<file path="config.mk">
export PLATFORM = sky130hd
export DESIGN_NAME = bam_record_splitter_core
export DESIGN_NICKNAME = d
export VERILOG_FILES = /design/src/hw/rtl/brs_pkg.sv /design/src/hw/rtl/brs_front.sv /design/src/hw/rtl/brs_queue.sv /design/src/hw/rtl/brs_back.sv /design/src/hw/rtl/bam_record_splitter_core.sv
export SDC_FILE = /design/constraint.sdc
export NUM_CORES = 2
export LEC_CHECK = 0
export BUFFER_PORTS_ARGS = -buffer_cell sky130_fd_sc_hd__buf_2
export CAP_MARGIN = 25
export CORE_ASPECT_RATIO = 0.5
export CORE_MARGIN = 1
export CORE_UTILIZATION = 50
export CTS_CLUSTER_SIZE = 16
export DETAILED_ROUTE_END_ITERATION = 16
export HOLD_SLACK_MARGIN = 0.08
export PLACE_DENSITY = 0.72
export SYNTH_ARGS = -nofsm -noshare
export SYNTH_HDL_FRONTEND = slang
export SYNTH_SLANG_ARGS = --single-unit
</file>
<file path="constraint.sdc">
create_clock -name clk -period 18.4 [get_ports clk]
set_input_delay 2.76 -clock clk [delete_from_list [all_inputs] [get_ports clk]]
set_output_delay 2.76 -clock clk [all_outputs]
set_load 0.02 [all_outputs]
</file>
<file path="src/hw/rtl/brs_pkg.sv">
`default_nettype none
package brs_pkg;

	localparam int MAX_BLOCK_BYTES = 65536;
	localparam int BL_W = $clog2(MAX_BLOCK_BYTES + 1);
	localparam int LEN_W = 17;
	localparam int CMP_W = (BL_W > LEN_W) ? BL_W : LEN_W;
	localparam int CNT_W = 17;

	localparam int CFG_DATA_W = 32;
	localparam int CFG_IDX_W = 2;
	localparam logic [CFG_IDX_W-1:0] CFG_ARENA_CAPACITY = CFG_IDX_W'(0);
	localparam logic [CFG_IDX_W-1:0] CFG_RECORD_LIMIT = CFG_IDX_W'(1);
	localparam logic [31:0] ARENA_CAPACITY_RST = 32'hFFFF_FFFF;
	localparam logic [CNT_W-1:0] RECORD_LIMIT_RST = CNT_W'(65536);

	localparam int S_TDATA_W = 128;
	localparam int M_TDATA_W = 280;

	localparam int QUEUE_DEPTH = 4;
	localparam int QPTR_W = $clog2(QUEUE_DEPTH);
	localparam int QCNT_W = $clog2(QUEUE_DEPTH + 1);

	// byte positions inside a record, counted from the first size byte
	localparam int SIZE_LAST = 3;
	localparam int ID_FIRST = 4;
	localparam int POS_FIRST = 8;
	localparam int POS_END = 12;
	localparam int FLAG_LO = 18;
	localparam int FLAG_HI = 19;
	localparam int HDR_BYTES = 4;
	localparam int MIN_SIZE = 32;

	localparam logic KIND_RECORD = 1'b0;
	localparam logic KIND_SUMMARY = 1'b1;

	typedef enum logic [2:0] {
		ST_OK          = 3'd0,
		ST_SHORT_HDR   = 3'd1,
		ST_TOO_SMALL   = 3'd2,
		ST_TRUNCATED   = 3'd3,
		ST_ARENA_FULL  = 3'd4,
		ST_TOO_MANY    = 3'd5
	} status_t;

	// one result as handed from the parser to the output side;
	// arena offset is still split into base and bytes used
	typedef struct packed {
		logic          kind;
		logic [31:0]   reference_id;
		logic [31:0]   position;
		logic [15:0]   flag_bits;
		logic [16:0]   record_length;
		logic [31:0]   arena_used;
		logic [63:0]   arena_base;
		logic [31:0]   order_block;
		logic [16:0]   record_number;
		status_t       status_code;
		logic [32:0]   fault_amount;
		logic [31:0]   fault_bound;
	} event_t;

endpackage
`default_nettype wire

</file>
<file path="src/hw/rtl/brs_front.sv">
`default_nettype none
module brs_front (
	input  wire logic                              clk,
	input  wire logic                              arst_n,
	input  wire logic                              cfg_we,
	input  wire logic [brs_pkg::CFG_IDX_W-1:0]     cfg_index,
	input  wire logic [brs_pkg::CFG_DATA_W-1:0]    cfg_data,
	input  wire logic                              in_valid,
	input  wire logic [7:0]                        data_byte,
	input  wire logic                              block_start,
	input  wire logic [brs_pkg::LEN_W-1:0]         block_length,
	input  wire logic [31:0]                       block_number,
	input  wire logic [63:0]                       arena_base,
	output logic                                   ev_valid,
	output brs_pkg::event_t                        ev
);
	import brs_pkg::*;

	logic [31:0]      arena_cap_q;
	logic [CNT_W-1:0] rec_limit_q;

	logic [BL_W-1:0]  bytes_left_q;
	logic [BL_W-1:0]  rbi_q;
	logic [CNT_W-1:0] count_q;
	logic [31:0]      used_q;
	logic             skip_q;
	logic [31:0]      size_q;
	logic [31:0]      id_q;
	logic [31:0]      pos_q;
	logic [7:0]       flag_lo_q;
	logic [31:0]      block_q;
	logic [63:0]      base_q;

	logic [CMP_W-1:0] len_ext;
	logic [BL_W-1:0]  len_clamp;
	logic             start_empty;
	logic             active;
	logic [BL_W-1:0]  bl_e;
	logic [BL_W-1:0]  rbi_e;
	logic [CNT_W-1:0] count_e;
	logic [31:0]      used_e;
	logic [31:0]      block_e;
	logic [63:0]      base_e;
	logic [31:0]      size_d;
	logic [32:0]      raw_len;
	logic [32:0]      remain;
	logic [31:0]      room;
	logic             cap_lt;
	logic             at_size_last;
	logic             fail;
	status_t          fail_code;
	logic [32:0]      fail_actual;
	logic [31:0]      fail_limit;
	logic             rec_emit;
	logic [BL_W-1:0]  bl_dec;
	logic             end_blk;
	logic [BL_W-1:0]  rbi_next;
	logic             step;

	always_ff @(posedge clk or negedge arst_n) begin
		if (!arst_n) begin
			arena_cap_q <= ARENA_CAPACITY_RST;
			rec_limit_q <= RECORD_LIMIT_RST;
		end else if (cfg_we) begin
			unique case (cfg_index)
				CFG_ARENA_CAPACITY: arena_cap_q <= cfg_data[31:0];
				CFG_RECORD_LIMIT:   rec_limit_q <= cfg_data[CNT_W-1:0];
				default: ;
			endcase
		end
	end

	always_comb begin
		len_ext = CMP_W'(block_length);
		if (len_ext > CMP_W'(MAX_BLOCK_BYTES))
			len_clamp = BL_W'(MAX_BLOCK_BYTES);
		else
			len_clamp = BL_W'(len_ext);
	end

	assign start_empty = block_start && (len_clamp == '0);
	assign active      = block_start ? !start_empty : !skip_q;
	assign bl_e        = block_start ? len_clamp : bytes_left_q;
	assign rbi_e       = block_start ? '0 : rbi_q;
	assign count_e     = block_start ? '0 : count_q;
	assign used_e      = block_start ? '0 : used_q;
	assign block_e     = block_start ? block_number : block_q;
	assign base_e      = block_start ? arena_base : base_q;

	// assemble the little-endian size word
	always_comb begin
		size_d = size_q;
		if (rbi_e == '0)
			size_d = {24'b0, data_byte};
		else if (rbi_e < BL_W'(HDR_BYTES))
			size_d[{rbi_e[1:0], 3'b000} +: 8] = data_byte;
	end

	assign raw_len      = {1'b0, size_d} + 33'(HDR_BYTES);
	assign remain       = 33'(bl_e) + 33'(SIZE_LAST);
	assign room         = arena_cap_q - used_e;
	assign cap_lt       = arena_cap_q < used_e;
	assign at_size_last = rbi_e == BL_W'(SIZE_LAST);

	// header checks, in priority order
	always_comb begin
		fail        = 1'b0;
		fail_code   = ST_OK;
		fail_actual = '0;
		fail_limit  = '0;
		priority if (rbi_e == '0 && bl_e < BL_W'(HDR_BYTES)) begin
			fail        = 1'b1;
			fail_code   = ST_SHORT_HDR;
			fail_actual = 33'(bl_e);
			fail_limit  = 32'(HDR_BYTES);
		end else if (at_size_last && size_d < 32'(MIN_SIZE)) begin
			fail      = 1'b1;
			fail_code = ST_TOO_SMALL;
		end else if (at_size_last && raw_len > remain) begin
			fail        = 1'b1;
			fail_code   = ST_TRUNCATED;
			fail_actual = raw_len;
			fail_limit  = remain[31:0];
		end else if (at_size_last && (cap_lt || raw_len > {1'b0, room})) begin
			fail        = 1'b1;
			fail_code   = ST_ARENA_FULL;
			fail_actual = raw_len;
			fail_limit  = cap_lt ? '0 : room;
		end else if (at_size_last && count_e >= rec_limit_q) begin
			fail        = 1'b1;
			fail_code   = ST_TOO_MANY;
			fail_actual = 33'(count_e) + 33'd1;
			fail_limit  = 32'(rec_limit_q);
		end else begin
			fail = 1'b0;
		end
	end

	assign rec_emit = active && !fail && rbi_e == BL_W'(FLAG_HI);
	assign bl_dec   = bl_e - BL_W'(1);
	assign end_blk  = active && !fail && bl_dec == '0;

	always_comb begin
		if (33'(rbi_e) + 33'd1 >= raw_len && rbi_e >= BL_W'(SIZE_LAST))
			rbi_next = '0;
		else
			rbi_next = rbi_e + BL_W'(1);
	end

	always_comb begin
		ev               = '0;
		ev.order_block   = block_e;
		ev.record_number = count_e;
		ev.status_code   = ST_OK;
		if (start_empty) begin
			ev.kind = KIND_SUMMARY;
		end else if (fail) begin
			ev.kind         = KIND_SUMMARY;
			ev.status_code  = fail_code;
			ev.fault_amount = fail_actual;
			ev.fault_bound  = fail_limit;
		end else if (rec_emit) begin
			ev.kind          = KIND_RECORD;
			ev.reference_id  = id_q;
			ev.position      = pos_q;
			ev.flag_bits     = {data_byte, flag_lo_q};
			ev.record_length = raw_len[16:0];
			ev.arena_used    = used_e;
			ev.arena_base    = base_e;
		end else begin
			ev.kind = KIND_SUMMARY;
		end
	end

	assign ev_valid = in_valid && (start_empty || (active && (fail || rec_emit || end_blk)));
	assign step     = in_valid && (block_start || !skip_q);

	always_ff @(posedge clk or negedge arst_n) begin
		if (!arst_n) begin
			bytes_left_q <= '0;
			rbi_q        <= '0;
			count_q      <= '0;
			used_q       <= '0;
			skip_q       <= 1'b1;
		end else if (step) begin
			count_q <= count_e;
			used_q  <= used_e;
			if (start_empty || fail) begin
				rbi_q  <= rbi_e;
				skip_q <= 1'b1;
			end else begin
				rbi_q        <= rbi_next;
				bytes_left_q <= bl_dec;
				skip_q       <= bl_dec == '0;
				if (rec_emit) begin
					count_q <= count_e + CNT_W'(1);
					used_q  <= used_e + raw_len[31:0];
				end
			end
		end
	end

	always_ff @(posedge clk) begin
		if (step) begin
			block_q <= block_e;
			base_q  <= base_e;
			if (!start_empty && !fail) begin
				size_q <= size_d;
				if (rbi_e >= BL_W'(ID_FIRST) && rbi_e < BL_W'(POS_FIRST))
					id_q[{rbi_e[1:0], 3'b000} +: 8] <= data_byte;
				if (rbi_e >= BL_W'(POS_FIRST) && rbi_e < BL_W'(POS_END))
					pos_q[{rbi_e[1:0], 3'b000} +: 8] <= data_byte;
				if (rbi_e == BL_W'(FLAG_LO))
					flag_lo_q <= data_byte;
			end
		end
	end

endmodule
`default_nettype wire

</file>
<file path="src/hw/rtl/brs_queue.sv">
`default_nettype none
module brs_queue (
	input  wire logic            clk,
	input  wire logic            arst_n,
	input  wire logic            push,
	input  wire brs_pkg::event_t push_data,
	output logic                 full,
	input  wire logic            pop,
	output logic                 valid,
	output brs_pkg::event_t      data
);
	import brs_pkg::*;

	event_t            mem_q [QUEUE_DEPTH];
	logic [QPTR_W-1:0] wr_q;
	logic [QPTR_W-1:0] rd_q;
	logic [QCNT_W-1:0] cnt_q;
	logic              do_push;
	logic              do_pop;

	assign full    = cnt_q == QCNT_W'(QUEUE_DEPTH);
	assign valid   = cnt_q != '0;
	assign data    = mem_q[rd_q];
	assign do_push = push && !full;
	assign do_pop  = pop && valid;

	always_ff @(posedge clk) begin
		if (do_push)
			mem_q[wr_q] <= push_data;
	end

	always_ff @(posedge clk or negedge arst_n) begin
		if (!arst_n) begin
			wr_q  <= '0;
			rd_q  <= '0;
			cnt_q <= '0;
		end else begin
			if (do_push)
				wr_q <= (wr_q == QPTR_W'(QUEUE_DEPTH - 1)) ? '0 : wr_q + QPTR_W'(1);
			if (do_pop)
				rd_q <= (rd_q == QPTR_W'(QUEUE_DEPTH - 1)) ? '0 : rd_q + QPTR_W'(1);
			if (do_push && !do_pop)
				cnt_q <= cnt_q + QCNT_W'(1);
			else if (do_pop && !do_push)
				cnt_q <= cnt_q - QCNT_W'(1);
		end
	end

endmodule
`default_nettype wire

</file>
<file path="src/hw/rtl/brs_back.sv">
`default_nettype none
module brs_back (
	input  wire logic                          clk,
	input  wire logic                          arst_n,
	input  wire logic                          q_valid,
	input  wire brs_pkg::event_t               q_data,
	output logic                               pop,
	output logic                               m_tvalid,
	input  wire logic                          m_tready,
	output logic [brs_pkg::M_TDATA_W-1:0]      m_tdata,
	output logic                               m_tuser
);
	import brs_pkg::*;

	logic                 valid_q;
	logic [M_TDATA_W-1:0] data_q;
	logic                 kind_q;
	logic [63:0]          arena_offset;

	assign pop          = q_valid && (!valid_q || m_tready);
	// base and used are both zero in a summary
	assign arena_offset = q_data.arena_base + {32'b0, q_data.arena_used};

	always_ff @(posedge clk or negedge arst_n) begin
		if (!arst_n)
			valid_q <= 1'b0;
		else if (pop)
			valid_q <= 1'b1;
		else if (m_tready)
			valid_q <= 1'b0;
	end

	always_ff @(posedge clk) begin
		if (pop) begin
			kind_q <= q_data.kind;
			data_q <= {2'b0,
			           q_data.fault_bound,
			           q_data.fault_amount,
			           q_data.status_code,
			           q_data.record_number,
			           q_data.order_block,
			           arena_offset,
			           q_data.record_length,
			           q_data.flag_bits,
			           q_data.position,
			           q_data.reference_id};
		end
	end

	assign m_tvalid = valid_q;
	assign m_tdata  = data_q;
	assign m_tuser  = kind_q;

endmodule
`default_nettype wire

</file>
<file path="src/hw/rtl/bam_record_splitter_core.sv">
// Alignment record splitter.
// s_* stream: one byte of a decompressed block per transaction. s_tuser is the
// block start flag; on that transaction length, block number and arena base
// are taken from s_tdata as well. A block length of zero carries no byte.
// m_* stream: per good record one metadata transaction once body byte 15 is
// in; per block one summary (m_tuser=1) at its last byte or first bad header.
// A block restarted mid-way is dropped without a summary.
// cfg_we/cfg_index/cfg_data write arena capacity (0) and record limit (1);
// write them only while no block is in flight.
// Throughput: one byte per cycle while the queue has space. The edge that
// accepts a byte pushes its result into a four-entry queue; the output
// register pops it and adds the arena offset.
// When m_tready stays low the queue fills and s_tready falls once it holds
// four results; bytes that produce no result also wait for that space.
// Reset: configuration returns to all ones and 65536, the parser idles until
// a block start, queue and output register empty.
`default_nettype none
module bam_record_splitter_core (
	input  wire logic                             clk,
	input  wire logic                             arst_n,
	input  wire logic                             cfg_we,
	input  wire logic [brs_pkg::CFG_IDX_W-1:0]    cfg_index,
	input  wire logic [brs_pkg::CFG_DATA_W-1:0]   cfg_data,
	input  wire logic                             s_tvalid,
	output logic                                  s_tready,
	// data_byte, block_length, block_number, arena_base, zero pad
	input  wire logic [brs_pkg::S_TDATA_W-1:0]    s_tdata,
	// block_start
	input  wire logic                             s_tuser,
	output logic                                  m_tvalid,
	input  wire logic                             m_tready,
	// reference_id, position, flag_bits, record_length, arena_offset,
	// order_block, record_number, status_code, fault amount, fault bound, pad
	output logic [brs_pkg::M_TDATA_W-1:0]         m_tdata,
	// result_kind
	output logic                                  m_tuser
);
	import brs_pkg::*;

	logic   accept;
	logic   ev_valid;
	event_t ev;
	logic   q_full;
	logic   q_valid;
	event_t q_data;
	logic   q_pop;

	assign s_tready = !q_full;
	assign accept   = s_tvalid && s_tready;

	brs_front u_front (
		.clk          (clk),
		.arst_n       (arst_n),
		.cfg_we       (cfg_we),
		.cfg_index    (cfg_index),
		.cfg_data     (cfg_data),
		.in_valid     (accept),
		.data_byte    (s_tdata[7:0]),
		.block_start  (s_tuser),
		.block_length (s_tdata[24:8]),
		.block_number (s_tdata[56:25]),
		.arena_base   (s_tdata[120:57]),
		.ev_valid     (ev_valid),
		.ev           (ev)
	);

	brs_queue u_queue (
		.clk       (clk),
		.arst_n    (arst_n),
		.push      (ev_valid),
		.push_data (ev),
		.full      (q_full),
		.pop       (q_pop),
		.valid     (q_valid),
		.data      (q_data)
	);

	brs_back u_back (
		.clk      (clk),
		.arst_n   (arst_n),
		.q_valid  (q_valid),
		.q_data   (q_data),
		.pop      (q_pop),
		.m_tvalid (m_tvalid),
		.m_tready (m_tready),
		.m_tdata  (m_tdata),
		.m_tuser  (m_tuser)
	);

endmodule
`default_nettype wire

</file>
==> impl_metrics.py <==
metrics = {
    "outcome": {
        "status": "finished, final reports clean",
    },
    "finish": {
        "fill_cells": 11971,
        "drive_gt1_frac": 0.242,
        "nets": 5670,
        "fin_util": 0.569,
        "area_growth_pct": 12.9,
    },
    "setup_path": {
        "arrival_ns": 11.28,
        "critPathRequiredTime_ns": 18.81,
        "cpMostUsedCell": "buf_4",
        "crit_path_end_kind": "flop",
        "criticalPathCategory": "in -> reg",
        "cp_slowest_cell": "buf_4",
        "slowest_delay_ns": 0.82,
        "start_kind": "primary input",
        "path_max_fanout": 60,
    },
    "global_route": {
        "grt_max_degree": 122,
        "grt_usage": 0.241,
        "antenna_found_initial": 14,
        "overflow": 0,
        "grt_pass1_vias": 45004,
        "grt_pass1_wl_um": 291000,
    },
    "detailed_routing": {
        "vias": 45009,
        "highest_layer": "met5",
        "drc": 0,
        "wl_per_cell_um": 26.0,
        "drt_wl_total_um": 196000,
        "wl_met2_um": 93600,
        "wl_met1_um": 84800,
        "ant_nets": 0,
        "viasPerCell": 5.97,
        "dr.pass1.iters": 5,
        "wl_met3_um": 12900,
        "drtIter0Drc": 4390,
    },
    "synth": {
        "ys_seq_area_frac": 0.695,
        "synth_cell_types": 105,
        "synth_area_um2": 79600,
        "synth_edf_count": 1723,
        "synth_top_area_cell": "edfxtp_1",
        "ys.warnings.count": 0,
        "async_reset_ff_frac": 0.0756,
        "yosysMostFrequentCell": "edfxtp_1",
        "synth_top_area_share": 0.650,
        "postSynthAreaPerCell_um2": 16.6,
        "ys_seq_elements": 1864,
        "synth_ff_type": "edfxtp_1",
        "synth.top_cells.by_count": "edfxtp_1, mux4_2, nand2_1",
        "synthCells": 4806,
        "synthTopCellsByArea": "edfxtp_1, mux4_2, dfrtp_1",
    },
    "sta": {
        "min_period_ns": 10.87,
        "setup_tns_ns": 0,
        "maxSlewHeadroom": 0.288,
        "finalHoldViolCount": 0,
        "drv_slew": 0,
        "timing.final.ws_setup_ns": 7.53,
        "setup_viol": 0,
        "rsz0062_at_grt": "false",
        "max_freq_mhz": 92.0,
        "fin_worst_skew_ns": 0.0625,
        "worst_slew_pin_slew_ns": 1.06,
        "fin_crit_sh": 0.591,
    },
    "power_and_ir_drop": {
        "leakage_uw": 0.0330,
        "p_per_area_nw_per_um2": 142,
        "peakVddDrop_mv": 0.118,
        "pwr-share-comb": 0.294,
        "sequentialPowerShare": 0.430,
        "clockPowerShare": 0.276,
        "p_switching_uw": 4110,
        "p_sw_frac": 0.322,
        "p_int_uw": 8680,
    },
    "clock_tree": {
        "insertion_delay_ns": 0.82,
        "clock_sinks": 1864,
        "path_clk_slew_ns": 0.07,
        "clockBufferDepth": 4,
        "cts-buffers-inserted": 168,
        "cts-htree-levels": 4,
        "cts_hold_buf": 0,
        "post_cts_buffers": 0,
        "cts_root_buffer": "clkbuf_16",
        "cts_tree": "built",
        "cts-resized-gates": 0,
    },
    "place": {
        "dp_hpwl_um": 131000,
        "port_buffers": 441,
        "dp_slack_ns": 6.84,
        "globalplace.congestion": 0.924,
    },
    "floorplan": {
        "initial_core_util": 0.504,
        "rows": 103,
        "pin_count": 451,
        "die_y_um": 284,
        "coreArea_um2": 158000,
        "die-area_um2": 161000,
        "die_w_um": 566,
    },
    "worst_hold_path": {
        "min_path_type": "reg -> reg",
    },
    "flow_run": {
        "cap_violations": 0,
    },
}
## area by class of cell
| class | instances | area [um2] | area share |
|---|---|---|---|
| Clock buffer | 190 | 4310 | 0.0479 |
| Inverter | 148 | 558 | 0.00621 |
| Sequential cell | 1864 | 55300 | 0.615 |
| Timing Repair Buffer | 522 | 2930 | 0.0325 |
| Multi-Input combinational cell | 2604 | 23000 | 0.256 |
| Antenna cell | 6 | 15.0 | 0.000167 |
| Clock inverter | 107 | 1110 | 0.0123 |
| Tap cell | 2100 | 2630 | 0.0292 |
## per-stage QoR
step | total power [uW] | cell area (um2) | cells | hold WS (ns)
after floorplan | 8170 | 79600 | 4807 | 0.449
after global placement | 9270 | 84400 | 7233 | 0.462
after detailed placement | 9350 | 84400 | 7234 | 0.471
after CTS | 12900 | 89800 | 7531 | 0.487
after global routing | 13300 | 89900 | 7536 | 0.501
final | 12800 | 89900 | 7541 | 0.486
## state kept, by name, indices dropped and copies added (netlist names), 8 cells and up
name / cells
u_front.bytes_left_q: 17
u_back.m_tdata: 278
u_front.used_q: 32
u_front.block_q: 32
u_front.base_q: 64
u_front.count_q: 17
u_front.rec_limit_q: 17
u_front.pos_q: 32
u_queue.mem_q: 1244
u_front.flag_lo_q: 8
u_front.arena_cap_q: 32
u_front.rbi_q: 17
u_front.size_q: 32
u_front.id_q: 32
## cells in the final DEF, fill, tap and decap left out, drive strengths merged, types with 12 or more instances in the layout
cell and instances:
and3 35, a31oi 19, mux2 163, mux2i 16, nand2 265, inv 156
xnor2 108, nor2 254, edfxtp 1723, a21oi 154, nor4 32, clkbuf 190
a22o 19, buf 522, nand4 36, bufinv 21, nor3 62, dfstp 34
nand3 91, or2 16, nand2b 32, nor2b 51, o21bai 19, o31ai 21
o22ai 17, a21boi 12, o2bb2ai 15, and4 21, xor2 90, clkinv 70
o21a 22, o21ai 122, mux4 311, and2 185, a21o 48, ha 190
dfrtp 107
## final timing paths
check,from,endpoint,slack [ns],cells after the start
max in group asynchronous,arst_n,u_front.used_q[2]$_DFFE_PN0P_,14.90,2
max,s_tuser,u_queue.mem_q[3][14]$_DFFE_PP_,7.53,29
min reg2reg,u_front.used_q[10]$_DFFE_PN0P_,u_front.used_q[10]$_DFFE_PN0P_,0.49,2
max reg2reg,u_front.rbi_q[0]$_DFFE_PN0P_,u_queue.mem_q[3][14]$_DFFE_PP_,9.34,28
min,u_front.used_q[10]$_DFFE_PN0P_,u_front.used_q[10]$_DFFE_PN0P_,0.49,2
min in group asynchronous,arst_n,u_queue.cnt_q[1]$_DFFE_PN0P_,2.04,1
## power groups by stage
stage | sequential [uW] | clock (uW) | combinational [uW]
6_report | 5500 | 3530 | 3760
5_1_grt | 5550 | 3740 | 4010
4_1_cts | 5510 | 3580 | 3770
3_5_place_dp | 5600 | 0 | 3760
3_3_place_gp | 5590 | 0 | 3680
2_1_floorplan | 6000 | 0 | 2180
## kinds of logic after synthesis
family | share of synthesized area
flops | 0.695
simple gates | 0.0737
compound gates | 0.0484
mux | 0.113
buf+inv | 0.0169
xor+xnor | 0.0222
fa+ha+maj | 0.0312
other cells | 0.0000471
## layer usage
metal / vias up / global-route usage
met2: 1608 / 0.387
met4: 14 / 0.0573
met3: 305 / 0.0391
li1: 19729 / -
met1: 23353 / 0.349
met5: - / 0
## critical path: cells and delay by family
family	cells	cell delay [ns]
buf+inv	7	2.11
simple gates	11	3.17
xor+xnor	1	0.13
mux	1	0.20
compound gates	6	1.71
fa+ha+maj	3	0.97
Power figures use the tool's default switching activity.
